<file path="src/hdl/bdpl_pkg.sv">
package bdpl_pkg;

   localparam int NUM_BUTTONS = 2;
   localparam int LEVEL_W     = 2;
   localparam int IDX_W       = 1;
   localparam int CNT_W       = 8;
   localparam logic [CNT_W-1:0] THRESH_RESET = CNT_W'(20);

   // stream payload widths
   localparam int REQ_FIELD_W = LEVEL_W + IDX_W;
   localparam int REQ_DATA_W  = ((REQ_FIELD_W + 7) / 8) * 8;
   localparam int RSP_FIELD_W = 1 + LEVEL_W + LEVEL_W;
   localparam int RSP_DATA_W  = ((RSP_FIELD_W + 7) / 8) * 8;

   typedef enum logic [1:0] {
      CMD_TICK    = 2'd0,
      CMD_TAKE    = 2'd1,
      CMD_CLEAR   = 2'd2,
      CMD_CAPTURE = 2'd3
   } cmd_type;

   // post-step view of one button
   typedef struct packed {
      logic stable;
      logic press;
      logic taken;
   } lane_out_type;

endpackage

</file>
<file path="src/hdl/button_debounce_press_latch_top.sv">
// debouncer with press latch for a row of push buttons
// request channel: req_tuser carries the command (tick, take press, clear
// all presses, capture levels), req_tdata the raw levels and the button
// index used by take press
// response channel: one response per request with the taken flag, the
// debounced levels and the latched presses as they stand after the request
// csr port: csr_wr_en writes the debounce threshold in ticks; the user must write it
// only while idle, the block does not enforce this; every button has its own lane
// (level, counter, press flag) and all lanes step in the same cycle; the merge stage
// packs them into the response register, valid in the cycle after the request is accepted
// throughput: one request per cycle while responses are taken, set by the single response register;
// a new request is taken in the same cycle the previous response leaves
// when the receiver stalls, the response holds and req_tready drops until
// the response is taken
// reset: levels, counters and press flags clear, threshold returns to 20,
// no response is pending
module button_debounce_press_latch_top (
   input  logic                               clock,
   input  logic                               reset,
   input  logic                               req_tvalid,
   output logic                               req_tready,
   input  logic [bdpl_pkg::REQ_DATA_W-1:0]    req_tdata,  // raw_levels, button_index, pad
   input  logic [1:0]                         req_tuser,  // cmd
   output logic                               rsp_tvalid,
   input  logic                               rsp_tready,
   output logic [bdpl_pkg::RSP_DATA_W-1:0]    rsp_tdata,  // press_taken, stable_levels,
                                                          // pending_presses, pad
   input  logic                               csr_wr_en,
   input  logic [bdpl_pkg::CNT_W-1:0]         csr_wr_data
);

   logic [bdpl_pkg::CNT_W-1:0]   thresh_ff, thresh_in;
   logic                         step_en;
   logic                         slot_free;
   bdpl_pkg::cmd_type            cmd;
   logic [bdpl_pkg::LEVEL_W-1:0] raw_levels;
   logic [bdpl_pkg::IDX_W-1:0]   button_index;
   bdpl_pkg::lane_out_type       lanes [bdpl_pkg::NUM_BUTTONS];

   assign cmd          = bdpl_pkg::cmd_type'(req_tuser);
   assign raw_levels   = req_tdata[bdpl_pkg::LEVEL_W-1:0];
   assign button_index = req_tdata[bdpl_pkg::LEVEL_W +: bdpl_pkg::IDX_W];

   assign req_tready = slot_free;
   assign step_en    = req_tvalid && slot_free;

   // threshold register
   assign thresh_in = csr_wr_en ? csr_wr_data : thresh_ff;

   always_ff @(posedge clock) begin
      if (reset) begin
         thresh_ff <= bdpl_pkg::THRESH_RESET;
      end else begin
         thresh_ff <= thresh_in;
      end
   end

   // one lane per button
   for (genvar b = 0; b < bdpl_pkg::NUM_BUTTONS; b++) begin : g_lane
      logic raw_bit;
      logic take_sel;

      // buttons above the levels field read low
      if (b < bdpl_pkg::LEVEL_W) begin : g_raw
         assign raw_bit = raw_levels[b];
      end else begin : g_raw_zero
         assign raw_bit = 1'b0;
      end

      assign take_sel = (32'(button_index) == 32'(b));

      bdpl_lane u_lane (
         .clock     (clock),
         .reset     (reset),
         .step_en   (step_en),
         .cmd       (cmd),
         .raw_bit   (raw_bit),
         .take_sel  (take_sel),
         .threshold (thresh_ff),
         .lane_out  (lanes[b])
      );
   end

   // pack lanes into the response register
   bdpl_merge u_merge (
      .clock      (clock),
      .reset      (reset),
      .step_en    (step_en),
      .lanes      (lanes),
      .rsp_tready (rsp_tready),
      .rsp_tvalid (rsp_tvalid),
      .rsp_tdata  (rsp_tdata),
      .slot_free  (slot_free)
   );

   // clear all presses leaves nothing pending
   assert property (@(posedge clock) disable iff (reset)
      step_en && cmd == bdpl_pkg::CMD_CLEAR
      |=> rsp_tdata[1 + bdpl_pkg::LEVEL_W +: bdpl_pkg::LEVEL_W] == '0)
      else $error("presses pending after clear");

   // capture copies the raw levels into the stable levels
   assert property (@(posedge clock) disable iff (reset)
      step_en && cmd == bdpl_pkg::CMD_CAPTURE
      |=> rsp_tdata[1 +: bdpl_pkg::LEVEL_W] == $past(raw_levels))
      else $error("stable levels differ from captured raw levels");

   // only a take press request can report a taken press
   assert property (@(posedge clock) disable iff (reset)
      step_en && cmd != bdpl_pkg::CMD_TAKE |=> !rsp_tdata[0])
      else $error("press taken without a take request");

   // a stalled response blocks new requests
   assert property (@(posedge clock) disable iff (reset)
      rsp_tvalid && !rsp_tready |-> !req_tready)
      else $error("request accepted over a stalled response");

endmodule

</file>
<file path="src/hdl/bdpl_lane.sv">
module bdpl_lane (
   input  logic                     clock,
   input  logic                     reset,
   input  logic                     step_en,
   input  bdpl_pkg::cmd_type        cmd,
   input  logic                     raw_bit,
   input  logic                     take_sel,
   input  logic [bdpl_pkg::CNT_W-1:0] threshold,
   output bdpl_pkg::lane_out_type   lane_out
);

   logic                       stable_ff, stable_in;
   logic                       press_ff, press_in;
   logic [bdpl_pkg::CNT_W-1:0] count_ff, count_in;
   logic [bdpl_pkg::CNT_W-1:0] count_inc;
   logic                       taken;

   assign count_inc = count_ff + bdpl_pkg::CNT_W'(1);

   always_comb begin
      stable_in = stable_ff;
      press_in  = press_ff;
      count_in  = count_ff;
      taken     = 1'b0;
      unique case (cmd)
         bdpl_pkg::CMD_TICK: begin
            if (raw_bit == stable_ff) begin
               count_in = '0;
            end else if (count_inc >= threshold) begin
               // level held long enough, accept it
               stable_in = raw_bit;
               count_in  = '0;
               if (raw_bit) begin
                  press_in = 1'b1;
               end
            end else begin
               count_in = count_inc;
            end
         end
         bdpl_pkg::CMD_TAKE: begin
            if (take_sel && press_ff) begin
               press_in = 1'b0;
               taken    = 1'b1;
            end
         end
         bdpl_pkg::CMD_CLEAR: begin
            press_in = 1'b0;
         end
         bdpl_pkg::CMD_CAPTURE: begin
            stable_in = raw_bit;
         end
         default: begin
            stable_in = stable_ff;
         end
      endcase
   end

   always_ff @(posedge clock) begin
      if (reset) begin
         stable_ff <= 1'b0;
         press_ff  <= 1'b0;
         count_ff  <= '0;
      end else if (step_en) begin
         stable_ff <= stable_in;
         press_ff  <= press_in;
         count_ff  <= count_in;
      end
   end

   assign lane_out.stable = stable_in;
   assign lane_out.press  = press_in;
   assign lane_out.taken  = taken;

endmodule

</file>
<file path="src/hdl/bdpl_merge.sv">
module bdpl_merge (
   input  logic                              clock,
   input  logic                              reset,
   input  logic                              step_en,
   input  bdpl_pkg::lane_out_type            lanes [bdpl_pkg::NUM_BUTTONS],
   input  logic                              rsp_tready,
   output logic                              rsp_tvalid,
   output logic [bdpl_pkg::RSP_DATA_W-1:0]   rsp_tdata,
   output logic                              slot_free
);

   logic                                 valid_ff, valid_in;
   logic [bdpl_pkg::RSP_DATA_W-1:0]      data_ff, data_in;
   logic [bdpl_pkg::LEVEL_W-1:0]         stable_bits;
   logic [bdpl_pkg::LEVEL_W-1:0]         press_bits;
   logic                                 any_taken;

   // only the low buttons are reported
   for (genvar b = 0; b < bdpl_pkg::LEVEL_W; b++) begin : g_pack
      if (b < bdpl_pkg::NUM_BUTTONS) begin : g_used
         assign stable_bits[b] = lanes[b].stable;
         assign press_bits[b]  = lanes[b].press;
      end else begin : g_empty
         assign stable_bits[b] = 1'b0;
         assign press_bits[b]  = 1'b0;
      end
   end

   always_comb begin
      any_taken = 1'b0;
      for (int b = 0; b < bdpl_pkg::NUM_BUTTONS; b++) begin
         any_taken = any_taken | lanes[b].taken;
      end
   end

   assign slot_free = !valid_ff || rsp_tready;

   always_comb begin
      valid_in = valid_ff;
      data_in  = data_ff;
      if (step_en) begin
         valid_in = 1'b1;
         data_in  = bdpl_pkg::RSP_DATA_W'({press_bits, stable_bits, any_taken});
      end else if (rsp_tready) begin
         valid_in = 1'b0;
      end
   end

   always_ff @(posedge clock) begin
      if (reset) begin
         valid_ff <= 1'b0;
      end else begin
         valid_ff <= valid_in;
      end
   end

   always_ff @(posedge clock) begin
      data_ff <= data_in;
   end

   assign rsp_tvalid = valid_ff;
   assign rsp_tdata  = data_ff;

endmodule

</file>
<file path="config.mk">
export PLATFORM = sky130hd
export DESIGN_NAME = button_debounce_press_latch_top
export DESIGN_NICKNAME = d
export VERILOG_FILES = /design/src/hdl/bdpl_pkg.sv /design/src/hdl/button_debounce_press_latch_top.sv /design/src/hdl/bdpl_lane.sv /design/src/hdl/bdpl_merge.sv
export SDC_FILE = /design/constraint.sdc
export NUM_CORES = 1
export LEC_CHECK = 0
export BUFFER_PORTS_ARGS = -buffer_cell sky130_fd_sc_hd__buf_4
export CORE_UTILIZATION = 50
export CTS_CLUSTER_SIZE = 8
export DETAILED_ROUTE_END_ITERATION = 7
export PLACE_DENSITY = 0.81
export SLEW_MARGIN = 20
export SYNTH_ARGS = -nofsm -noshare
export SYNTH_HDL_FRONTEND = slang
export SYNTH_HIERARCHICAL = 1
export SYNTH_SLANG_ARGS = --single-unit
export TNS_END_PERCENT = 20
</file>
<file path="constraint.sdc">
create_clock -name clock -period 2.45 [get_ports clock]
set_input_delay 0.1225 -clock clock [delete_from_list [all_inputs] [get_ports clock]]
set_output_delay 0.1225 -clock clock [all_outputs]
set_load 0.1 [all_outputs]
</file>
==> results of run 1 <==
==> worst register-to-register path: stages (launching register included) <==
cell and delay, ns:
dfxtp_2 0.36, and3_4 0.20, nand3_4 0.09, nor2_4 0.12, xor2_2 0.18, ha_1 0.27, and3_4 0.18, a221oi_4 0.31
o31ai_4 0.17, o21ai_2 0.18, nand3_1 0.10
==> metrics by stage <==
| stage | setup slack [ns] | cells | setup TNS, ns | power (mW) | area, µm² |
|---|---|---|---|---|---|
| final | 0.02507 | 342 | 0 | 1.259 | 2826 |
| after global routing | -0.08964 | 342 | -0.4871 | 1.318 | 2826 |
| after CTS | -0.007748 | 331 | -0.007748 | 1.263 | 2678 |
| after detailed placement | -0.1238 | 320 | -1.046 | 0.8581 | 2525 |
| after global placement | -0.04417 | 320 | -0.3577 | 0.8511 | 2525 |
| after floorplan | -0.05462 | 246 | -0.1064 | 0.7991 | 2296 |
==> cell type report <==
| class | count | share of cell area |
|---|---|---|
| inverters | 28 | 0.03718 |
| repair buffers | 49 | 0.1293 |
| flip-flops and latches | 34 | 0.2625 |
| multi-input cells | 171 | 0.5197 |
| clock buffers | 8 | 0.02833 |
| well taps | 52 | 0.02302 |
==> flip-flops by register name, summed over array words and instances, names as in the netlist <==
name / flops
g_lane.u_lane/stable_ff: 2
g_lane.u_lane/count_ff: 16
g_lane.u_lane/press_ff: 2
thresh_ff: 8
u_merge/rsp_tdata: 5
u_merge/rsp_tvalid: 1
==> cell families after synthesis <==
family | count (synthesis) | share of synthesized area
and+or+nand+nor | 76 | 0.1825
AOI/OAI and AO/OA | 47 | 0.1879
buffers and inverters | 41 | 0.08931
DFF | 34 | 0.3200
adders and majority gates | 26 | 0.1425
xor gates and xnor gates | 13 | 0.04986
muxes | 6 | 0.02630
other | 1 | 0.001642
==> cells in the final DEF, fill, tap and decap left out, drive strengths merged, types with 2 or more instances in the layout <==
master and count:
a21o 2, o211ai 4, nor2 13, nand2 23, clkbuf 8, nand4 6
o31ai 2, nand2b 4, a41oi 3, edfxtp 5, or2 3, a22o 7
o21ai 8, xnor2 6, a211oi 3, dfxtp 29, ha 26, xor2 7
a211o 3, and3 6, and2 2, mux2i 6, conb 3, buf 49
a21oi 6, a31oi 2, nor2b 4, inv 28, nand3 11
==> power by group through the flow <==
stage	clock network, mW	logic [mW]	registers (mW)
after CTS	0.414	0.249	0.600
after global placement	0	0.240	0.612
after floorplan	0	0.144	0.655
after detailed placement	0	0.246	0.612
final	0.405	0.253	0.600
after global routing	0.444	0.272	0.601
==> metal layers <==
layer	GRT usage	vias to the layer above	wire length (µm)
met3	0.05087	12	160
met4	0.09751	0	118
met2	0.3517	36	2554
li1	-	936	-
met1	0.2450	888	2214
met5	0	-	0
==> timing repair <==
item / 4_1_cts / 5_1_grt
resized for setup: 12 / 18
pin swaps: 12 / 10
buffers inserted: 3 / 10
setup endpoints to repair: 10 / 20
gates cloned: 0 / 1
==> worst max path at each step <==
| stage | cells past startpoint | slack [ns] | to | startpoint |
|---|---|---|---|---|
| 5_1_grt | 11 | -0.09 | u_merge/rsp_tdata[2] | g_lane[1].u_lane/count_ff[1] |
| 3_3_place_gp | 10 | -0.04 | g_lane[0].u_lane/count_ff[1] | g_lane[0].u_lane/count_ff[0] |
| 6_report | 10 | 0.03 | u_merge/rsp_tdata[1] | g_lane[0].u_lane/count_ff[1] |
| 3_5_place_dp | 10 | -0.12 | g_lane[0].u_lane/count_ff[4] | g_lane[0].u_lane/count_ff[0] |
| 2_1_floorplan | 11 | -0.05 | u_merge/rsp_tdata[1] | g_lane[0].u_lane/count_ff[0] |
| 4_1_cts | 10 | -0.008 | u_merge/rsp_tdata[1] | g_lane[0].u_lane/count_ff[0] |
==> flow_metrics.py, run 1 <==
metrics = {
    "worst_setup_path": {
        "critical_path.max_fanout": 7,
        "r2r-start": "g_lane[0].u_lane/count_ff[1]",
        "rrSetupSlack_ns": 0.03,
        "crit_buf_inv": 0,
        "cp_top_family": "simple AND/OR/NAND/NOR gates",
        "cp_common_cell": "and3_4",
        "r2r-end": "u_merge/rsp_tdata[1]",
        "cp-start-kind": "flop",
        "path_cells": "and3_4 -> nand3_4 -> nor2_4 -> xor2_2 -> ha_1 -> and3_4 -> a221oi_4 -> o31ai_4 -> o21ai_2 -> nand3_1",
        "cp.arrival_ns": 2.45,
        "max_stage_delay_ns": 0.36,
        "reg2reg_depth": 10,
        "required_ns": 2.48,
        "worst_path_max_delay_cell": "dfxtp_2",
        "worstSetupPathType": "reg2reg",
        "endpoint_kind": "flop",
    },
    "synthesis": {
        "ys_top_cells_by_count": "dfxtp_1, inv_1, ha_1",
        "yosysMostFrequentCell": "dfxtp_1",
        "syn_area_um2": 2283,
        "ys_warn_count": 6,
        "async_reset_ff_frac": 0,
        "netlist_instances": 244,
        "synth.avg_cell_area_um2": 9.358,
        "synth_top_area_share": 0.2542,
        "ys_types": 53,
        "synth_edf_count": 5,
        "yosysSeqAreaShare": 0.3200,
        "synthFlopType": "dfxtp_1",
        "netlist_top_cells_area": "dfxtp_1, ha_1, edfxtp_1",
        "yosysTopAreaCell": "dfxtp_1",
        "ys_ff_latch": 34,
    },
    "finish": {
        "diodes": 0,
        "fin_util": 0.6447,
        "nNetsFinal": 338,
        "synthToLayoutAreaGrowth_pct": 23.78,
        "multi_input_comb_area_um2": 1469,
        "regArea_um2": 742.0,
        "drive_above_1_share": 0.3207,
        "fillers": 355,
    },
    "power": {
        "comb_power_share": 0.201,
        "power_switching_mw": 0.3836,
        "max-vdd-ir-drop_v": 0.0003946,
        "power.share.clock": 0.322,
        "pwr-share-seq": 0.477,
        "swShare": 0.3048,
        "power_leakage_nw": 1.309,
        "powerDensity_nw_per_um2": 445.3,
        "intPower_mw": 0.8750,
    },
    "floorplanning": {
        "initial_core_util": 0.5208,
        "core_um2": 4384,
        "row_count": 24,
        "die_area_um2": 4841,
        "fp.dieH_um": 69.58,
        "die-width_um": 69.58,
        "io_pins": 33,
    },
    "drt": {
        "viasPerCell": 5.474,
        "wl_per_cell_um": 14.76,
        "vias": 1872,
        "wirelength_um": 5048,
        "detail-route-antenna-nets": 0,
        "firstDrtPassIters": 4,
        "drc": 0,
        "drt_iter0_drc": 147,
    },
    "hold_path": {
        "hp-start": "csr_wr_data[4]",
        "min_to": "thresh_ff[4]",
        "hp-class": "in2reg",
        "hold_path_depth": 2,
    },
    "placement": {
        "portBuffers": 24,
        "hpwl_um": 3417,
        "gp_congestion": 0.7651,
    },
    "clock_tree": {
        "cts_sinks": 34,
        "clk_pin_slew_ns": 0.07,
        "cts_buffer_depth": 2,
        "holdBufCountCts": 0,
        "htree_levels": 2,
        "cts_tree": "yes",
        "clock_latency_ns": 0.29,
        "clockRootBuffer": "clkbuf_8",
        "cts_buffers": 5,
    },
    "timing": {
        "setup_viol_count_final": 0,
        "hold_viol": 0,
        "finalCritPeriodShare": 0.9898,
        "period_needed_ns": 2.425,
        "fmax_ghz": 0.4124,
        "whs_ns": 0.04421,
        "finalClockSkew_ns": 0.01324,
        "maxSlewHeadroom": 0.5413,
        "rsz0062_at_grt": "yes",
        "worstMarginPinSlew_ns": 0.6880,
        "drv_slew": 0,
    },
    "job": {
        "max-cap-violations": 0,
    },
    "grt": {
        "overflow": 0,
        "grt_pass1_vias": 1815,
        "grt.total_usage": 0.2074,
        "grt_max_degree": 17,
        "grt_pass1_wl_um": 7914,
        "grt_antenna_before_repair": 0,
    },
    "run_status": {
        "status": "finished, final reports clean",
    },
}
Note: power is estimated with default switching activity, not from simulation.
==> run 2: changes to the inputs <==
--- a/config.mk
+++ b/config.mk
@@ -6,10 +6,10 @@
 export NUM_CORES = 1
 export LEC_CHECK = 0
 export BUFFER_PORTS_ARGS = -buffer_cell sky130_fd_sc_hd__buf_4
-export CORE_UTILIZATION = 50
+export CORE_UTILIZATION = 40
 export CTS_CLUSTER_SIZE = 8
 export DETAILED_ROUTE_END_ITERATION = 7
-export PLACE_DENSITY = 0.81
+export PLACE_DENSITY = 0.68
 export SLEW_MARGIN = 20
 export SYNTH_ARGS = -nofsm -noshare
 export SYNTH_HDL_FRONTEND = slang
==> flow_metrics.py, run 2 (synthesized netlist as in run 1, its figures left out) <==
metrics = {
    "clock_tree": {
        "cts_buffer_depth": 2,
        "clk_pin_slew_ns": 0.07,
        "holdBufCountCts": 0,
        "clock_latency_ns": 0.29,
        "cts_tree": "yes",
        "cts_buffers": 5,
        "cts_sinks": 34,
        "clockRootBuffer": "clkbuf_8",
        "htree_levels": 2,
    },
    "finish": {
        "largest_reg_flops": 16,
        "diodes": 0,
        "fin_util": 0.5110,
        "top_register": "g_lane.u_lane/count_ff",
        "synthToLayoutAreaGrowth_pct": 23.23,
        "layout_commonest_cell": "buf_4",
        "nNetsFinal": 332,
        "drive_above_1_share": 0.3099,
        "mostFrequentLayoutCells": "buf_4, inv_1, ha_1",
    },
    "timing": {
        "maxSlewHeadroom": 0.5729,
        "hold_viol": 0,
        "finalWorstSetupSlack_ns": -0.002315,
        "fmax_ghz": 0.4078,
        "drv_slew": 0,
        "worstMarginPinSlew_ns": 0.6406,
        "finalSetupTns_ns": -0.002315,
        "whs_ns": 0.03452,
        "finalClockSkew_ns": 0.006273,
        "rsz0062_at_grt": "yes",
        "period_needed_ns": 2.452,
        "finalCritPeriodShare": 1.001,
        "setup_viol_count_final": 1,
    },
    "grt": {
        "grt_max_degree": 17,
        "grt_antenna_before_repair": 0,
        "grt.total_usage": 0.1490,
        "overflow": 0,
        "grt_pass1_vias": 1589,
        "grt_pass1_wl_um": 6948,
    },
    "worst_setup_path": {
        "endpoint_kind": "flop",
        "required_ns": 2.48,
        "critical_path.max_fanout": 7,
        "cp-start-kind": "flop",
        "worstSetupPathType": "reg2reg",
        "reg2reg_depth": 10,
        "cp.arrival_ns": 2.49,
    },
    "floorplanning": {
        "core_um2": 5507,
        "fp.dieH_um": 77.56,
        "die-width_um": 77.56,
        "io_pins": 33,
        "row_count": 27,
        "initial_core_util": 0.4147,
        "die_area_um2": 6015,
    },
    "power": {
        "max-vdd-ir-drop_v": 0.0002706,
        "power_leakage_nw": 1.288,
        "powerDensity_nw_per_um2": 441.0,
        "power_mw": 1.241,
    },
    "job": {
        "max-cap-violations": 0,
    },
    "drt": {
        "wl_per_cell_um": 12.17,
        "viasPerCell": 4.986,
        "drc": 0,
        "vias": 1775,
        "detail-route-antenna-nets": 0,
        "firstDrtPassIters": 4,
        "drt_iter0_drc": 45,
        "wirelength_um": 4334,
    },
    "placement": {
        "dp_slack_ns": -0.07241,
        "hpwl_um": 3170,
        "gp_congestion": 0.7541,
        "portBuffers": 24,
    },
    "hold_path": {
        "hp-class": "in2reg",
        "hold_path_depth": 2,
    },
    "run_status": {
        "status": "finished with violations",
        "violations": "negative setup slack",
    },
}
## run 2: cell types whose count changed in the layout (fill, tap and decap cells not counted), sizes merged
cell and change:
clkinv +2, clkbuf -2, buf -6
## run 2: final timing paths
kind         slack, ns                            to                         start
max             -0.002          u_merge/rsp_tdata[1]  g_lane[0].u_lane/count_ff[1]
min               0.03                  thresh_ff[4]                csr_wr_data[4]
max reg2reg     -0.002          u_merge/rsp_tdata[1]  g_lane[0].u_lane/count_ff[1]
min reg2reg       0.48  g_lane[1].u_lane/count_ff[1]  g_lane[1].u_lane/count_ff[1]
## run 2: cell type report
| cell class | count | area [µm²] |
|---|---|---|
| clock buffers | 6 | 72.57 |
| well taps | 72 | 90.09 |
| repair buffers | 43 | 326.6 |
| flip-flops and latches | 34 | 747.0 |
| inverters | 28 | 105.1 |
| multi-input cells | 171 | 1464 |
| fillers | 505 | 2693 |
| clock inverters | 2 | 8.758 |
## run 2: metal layers
metal  part of all wire  wire (µm)  global-route usage
met5                  0          0                   0
met4              0.019         84             0.07170
met3              0.022         95             0.03882
met2               0.50       2153              0.2549
met1               0.46       2001              0.1715
## run 2: what timing repair did
item                       in CTS  in global routing
pin swaps                      14                 16
buffers inserted                4                  3
gates resized for setup        13                 17
setup endpoints to repair      11                 23
## run 2: critical path, stage by stage (launching register included)
cell and delay [ns]:
dfxtp_4 0.37, and3_4 0.19, nand3_4 0.09, nor2_4 0.12
xor2_2 0.18, ha_1 0.27, and3_4 0.20, a221oi_4 0.33
o31ai_4 0.18, o21ai_2 0.18, nand3_1 0.09
## run 2: metrics by stage
step | cells | instance area [µm²]
5_1_grt | 356 | 2814
2_1_floorplan | 246 | 2296
3_5_place_dp | 341 | 2557
4_1_cts | 353 | 2713
3_3_place_gp | 341 | 2557
6_report | 356 | 2814
## run 2: report_power, final
group | switching [mW] | internal, mW
clock network | 0.203 | 0.195
registers | 0.0145 | 0.583
logic | 0.160 | 0.0852
total | 0.378 | 0.863
==> run 3: changes to the inputs <==
--- a/config.mk
+++ b/config.mk
@@ -5,7 +5,8 @@
 export SDC_FILE = /design/constraint.sdc
 export NUM_CORES = 1
 export LEC_CHECK = 0
-export BUFFER_PORTS_ARGS = -buffer_cell sky130_fd_sc_hd__buf_4
+export BUFFER_PORTS_ARGS = -buffer_cell sky130_fd_sc_hd__buf_2
+export CAP_MARGIN = 10
 export CORE_UTILIZATION = 40
 export CTS_CLUSTER_SIZE = 8
 export DETAILED_ROUTE_END_ITERATION = 7
==> flow_metrics.py, run 3 (synthesized netlist as in run 1, its figures left out) <==
metrics = {
    "timing": {
        "finalCritPeriodShare": 1.004,
        "worstMarginPinSlew_ns": 0.6249,
        "finalWorstSetupSlack_ns": -0.008639,
        "maxSlewHeadroom": 0.5834,
        "whs_ns": 0.04920,
        "drv_slew": 0,
        "finalSetupTns_ns": -0.008639,
        "fmax_ghz": 0.4067,
        "finalClockSkew_ns": 0.004268,
        "setup_viol_count_final": 1,
        "hold_viol": 0,
        "rsz0062_at_grt": "yes",
        "period_needed_ns": 2.459,
    },
    "power": {
        "swShare": 0.2913,
        "powerDensity_nw_per_um2": 462.0,
        "comb_power_share": 0.186,
        "power_mw": 1.250,
        "max-vdd-ir-drop_v": 0.0002346,
        "power_switching_mw": 0.3642,
        "power_leakage_nw": 1.242,
        "pwr-share-seq": 0.479,
        "intPower_mw": 0.8860,
        "power.share.clock": 0.335,
    },
    "worst_setup_path": {
        "cp.arrival_ns": 2.49,
        "max_stage_delay_ns": 0.43,
        "cp-start-kind": "flop",
        "worst_path_max_delay_cell": "o31ai_4",
        "worstSetupPathType": "reg2reg",
        "required_ns": 2.48,
        "path_cells": "and3_4 -> nand3_4 -> nor2_4 -> xor2_2 -> ha_1 -> and3_4 -> o211ai_4 -> o31ai_4 -> or2_1 -> nand3_1",
        "cp_top_family": "simple AND/OR/NAND/NOR gates",
        "critical_path.max_fanout": 7,
        "crit_buf_inv": 0,
        "endpoint_kind": "flop",
        "cp_common_cell": "and3_4",
    },
    "finish": {
        "top_register": "g_lane.u_lane/count_ff",
        "diodes": 0,
        "mostFrequentLayoutCells": "inv_1, ha_1, buf_2",
        "fin_cells": 351,
        "drive_above_1_share": 0.2832,
        "fillers": 525,
        "multi_input_comb_area_um2": 1453,
        "layout_commonest_cell": "inv_1",
        "largest_reg_flops": 16,
        "fin_util": 0.4915,
        "regArea_um2": 743.2,
        "nNetsFinal": 327,
        "synthToLayoutAreaGrowth_pct": 18.52,
        "fin_area_um2": 2706,
    },
    "floorplanning": {
        "row_count": 27,
        "die_area_um2": 6015,
        "io_pins": 33,
        "initial_core_util": 0.4147,
        "die-width_um": 77.56,
        "core_um2": 5507,
        "fp.dieH_um": 77.56,
    },
    "grt": {
        "grt_pass1_vias": 1658,
        "grt_max_degree": 17,
        "overflow": 0,
        "grt_pass1_wl_um": 7355,
        "grt_antenna_before_repair": 0,
        "grt.total_usage": 0.1546,
    },
    "placement": {
        "placed_cells": 340,
        "gp_congestion": 0.7533,
        "portBuffers": 24,
        "dp_slack_ns": -0.1144,
        "place_area_um2": 2490,
        "hpwl_um": 3259,
    },
    "run_status": {
        "violations": "negative setup slack",
        "status": "finished with violations",
    },
    "clock_tree": {
        "cts_tree": "yes",
        "clockRootBuffer": "clkbuf_8",
        "cts_buffers": 5,
        "clock_latency_ns": 0.28,
        "clk_pin_slew_ns": 0.07,
        "cts_sinks": 34,
        "htree_levels": 2,
        "cts_buffer_depth": 2,
    },
    "drt": {
        "viasPerCell": 4.920,
        "wirelength_um": 4280,
        "wl_per_cell_um": 12.19,
        "detail-route-antenna-nets": 0,
        "firstDrtPassIters": 4,
        "drc": 0,
        "drt_iter0_drc": 74,
        "vias": 1727,
    },
    "hold_path": {
        "hp-class": "in2reg",
    },
    "job": {
        "max-cap-violations": 0,
    },
}
## run 3: path summary, 6_finish.rpt
check | from | to | slack, ns | depth (start not counted)
setup / recovery | g_lane[0].u_lane/count_ff[1] | u_merge/rsp_tdata[1] | -0.009 | 10
hold / removal | csr_wr_data[4] | thresh_ff[4] | 0.05 | 2
setup reg to reg | g_lane[0].u_lane/count_ff[1] | u_merge/rsp_tdata[1] | -0.009 | 10
hold reg to reg | g_lane[1].u_lane/count_ff[6] | g_lane[1].u_lane/count_ff[6] | 0.48 | 2
## run 3: routing by layer
layer	vias to the layer above	track usage	wire length, µm
li1	913	-	-
met1	800	0.1841	1959
met2	9	0.2717	2202
met3	5	0.03529	79
met4	0	0.05094	40
met5	-	0	0
## run 3: power groups by stage
stage,Combinational (mW),Sequential (mW),Clock [mW]
4_1_cts,0.233,0.600,0.438
6_report,0.233,0.599,0.418
3_3_place_gp,0.227,0.612,0
2_1_floorplan,0.144,0.655,0
5_1_grt,0.251,0.601,0.465
3_5_place_dp,0.232,0.613,0
## run 3: area by class of cell
cell class,count,share of cell area
repair buffers,38,0.08322
flip-flops and latches,34,0.2746
well taps,72,0.03329
multi-input cells,171,0.5368
inverters,28,0.03883
clock buffers,8,0.03329
## run 3: worst register-to-register path: cells and delay by family (launching register included)
family | cells | cell delay (ns)
AOI/OAI and AO/OA | 2 | 0.51
xor gates and xnor gates | 1 | 0.08
adders and majority gates | 1 | 0.30
DFF | 1 | 0.36
and+or+nand+nor | 6 | 0.96
## run 3: timing repair
action,4_1_cts,5_1_grt
hold buffers,0,0
gates resized for setup,12,12
setup endpoints to repair,12,20
setup buffers,2,1
pin swaps,11,23
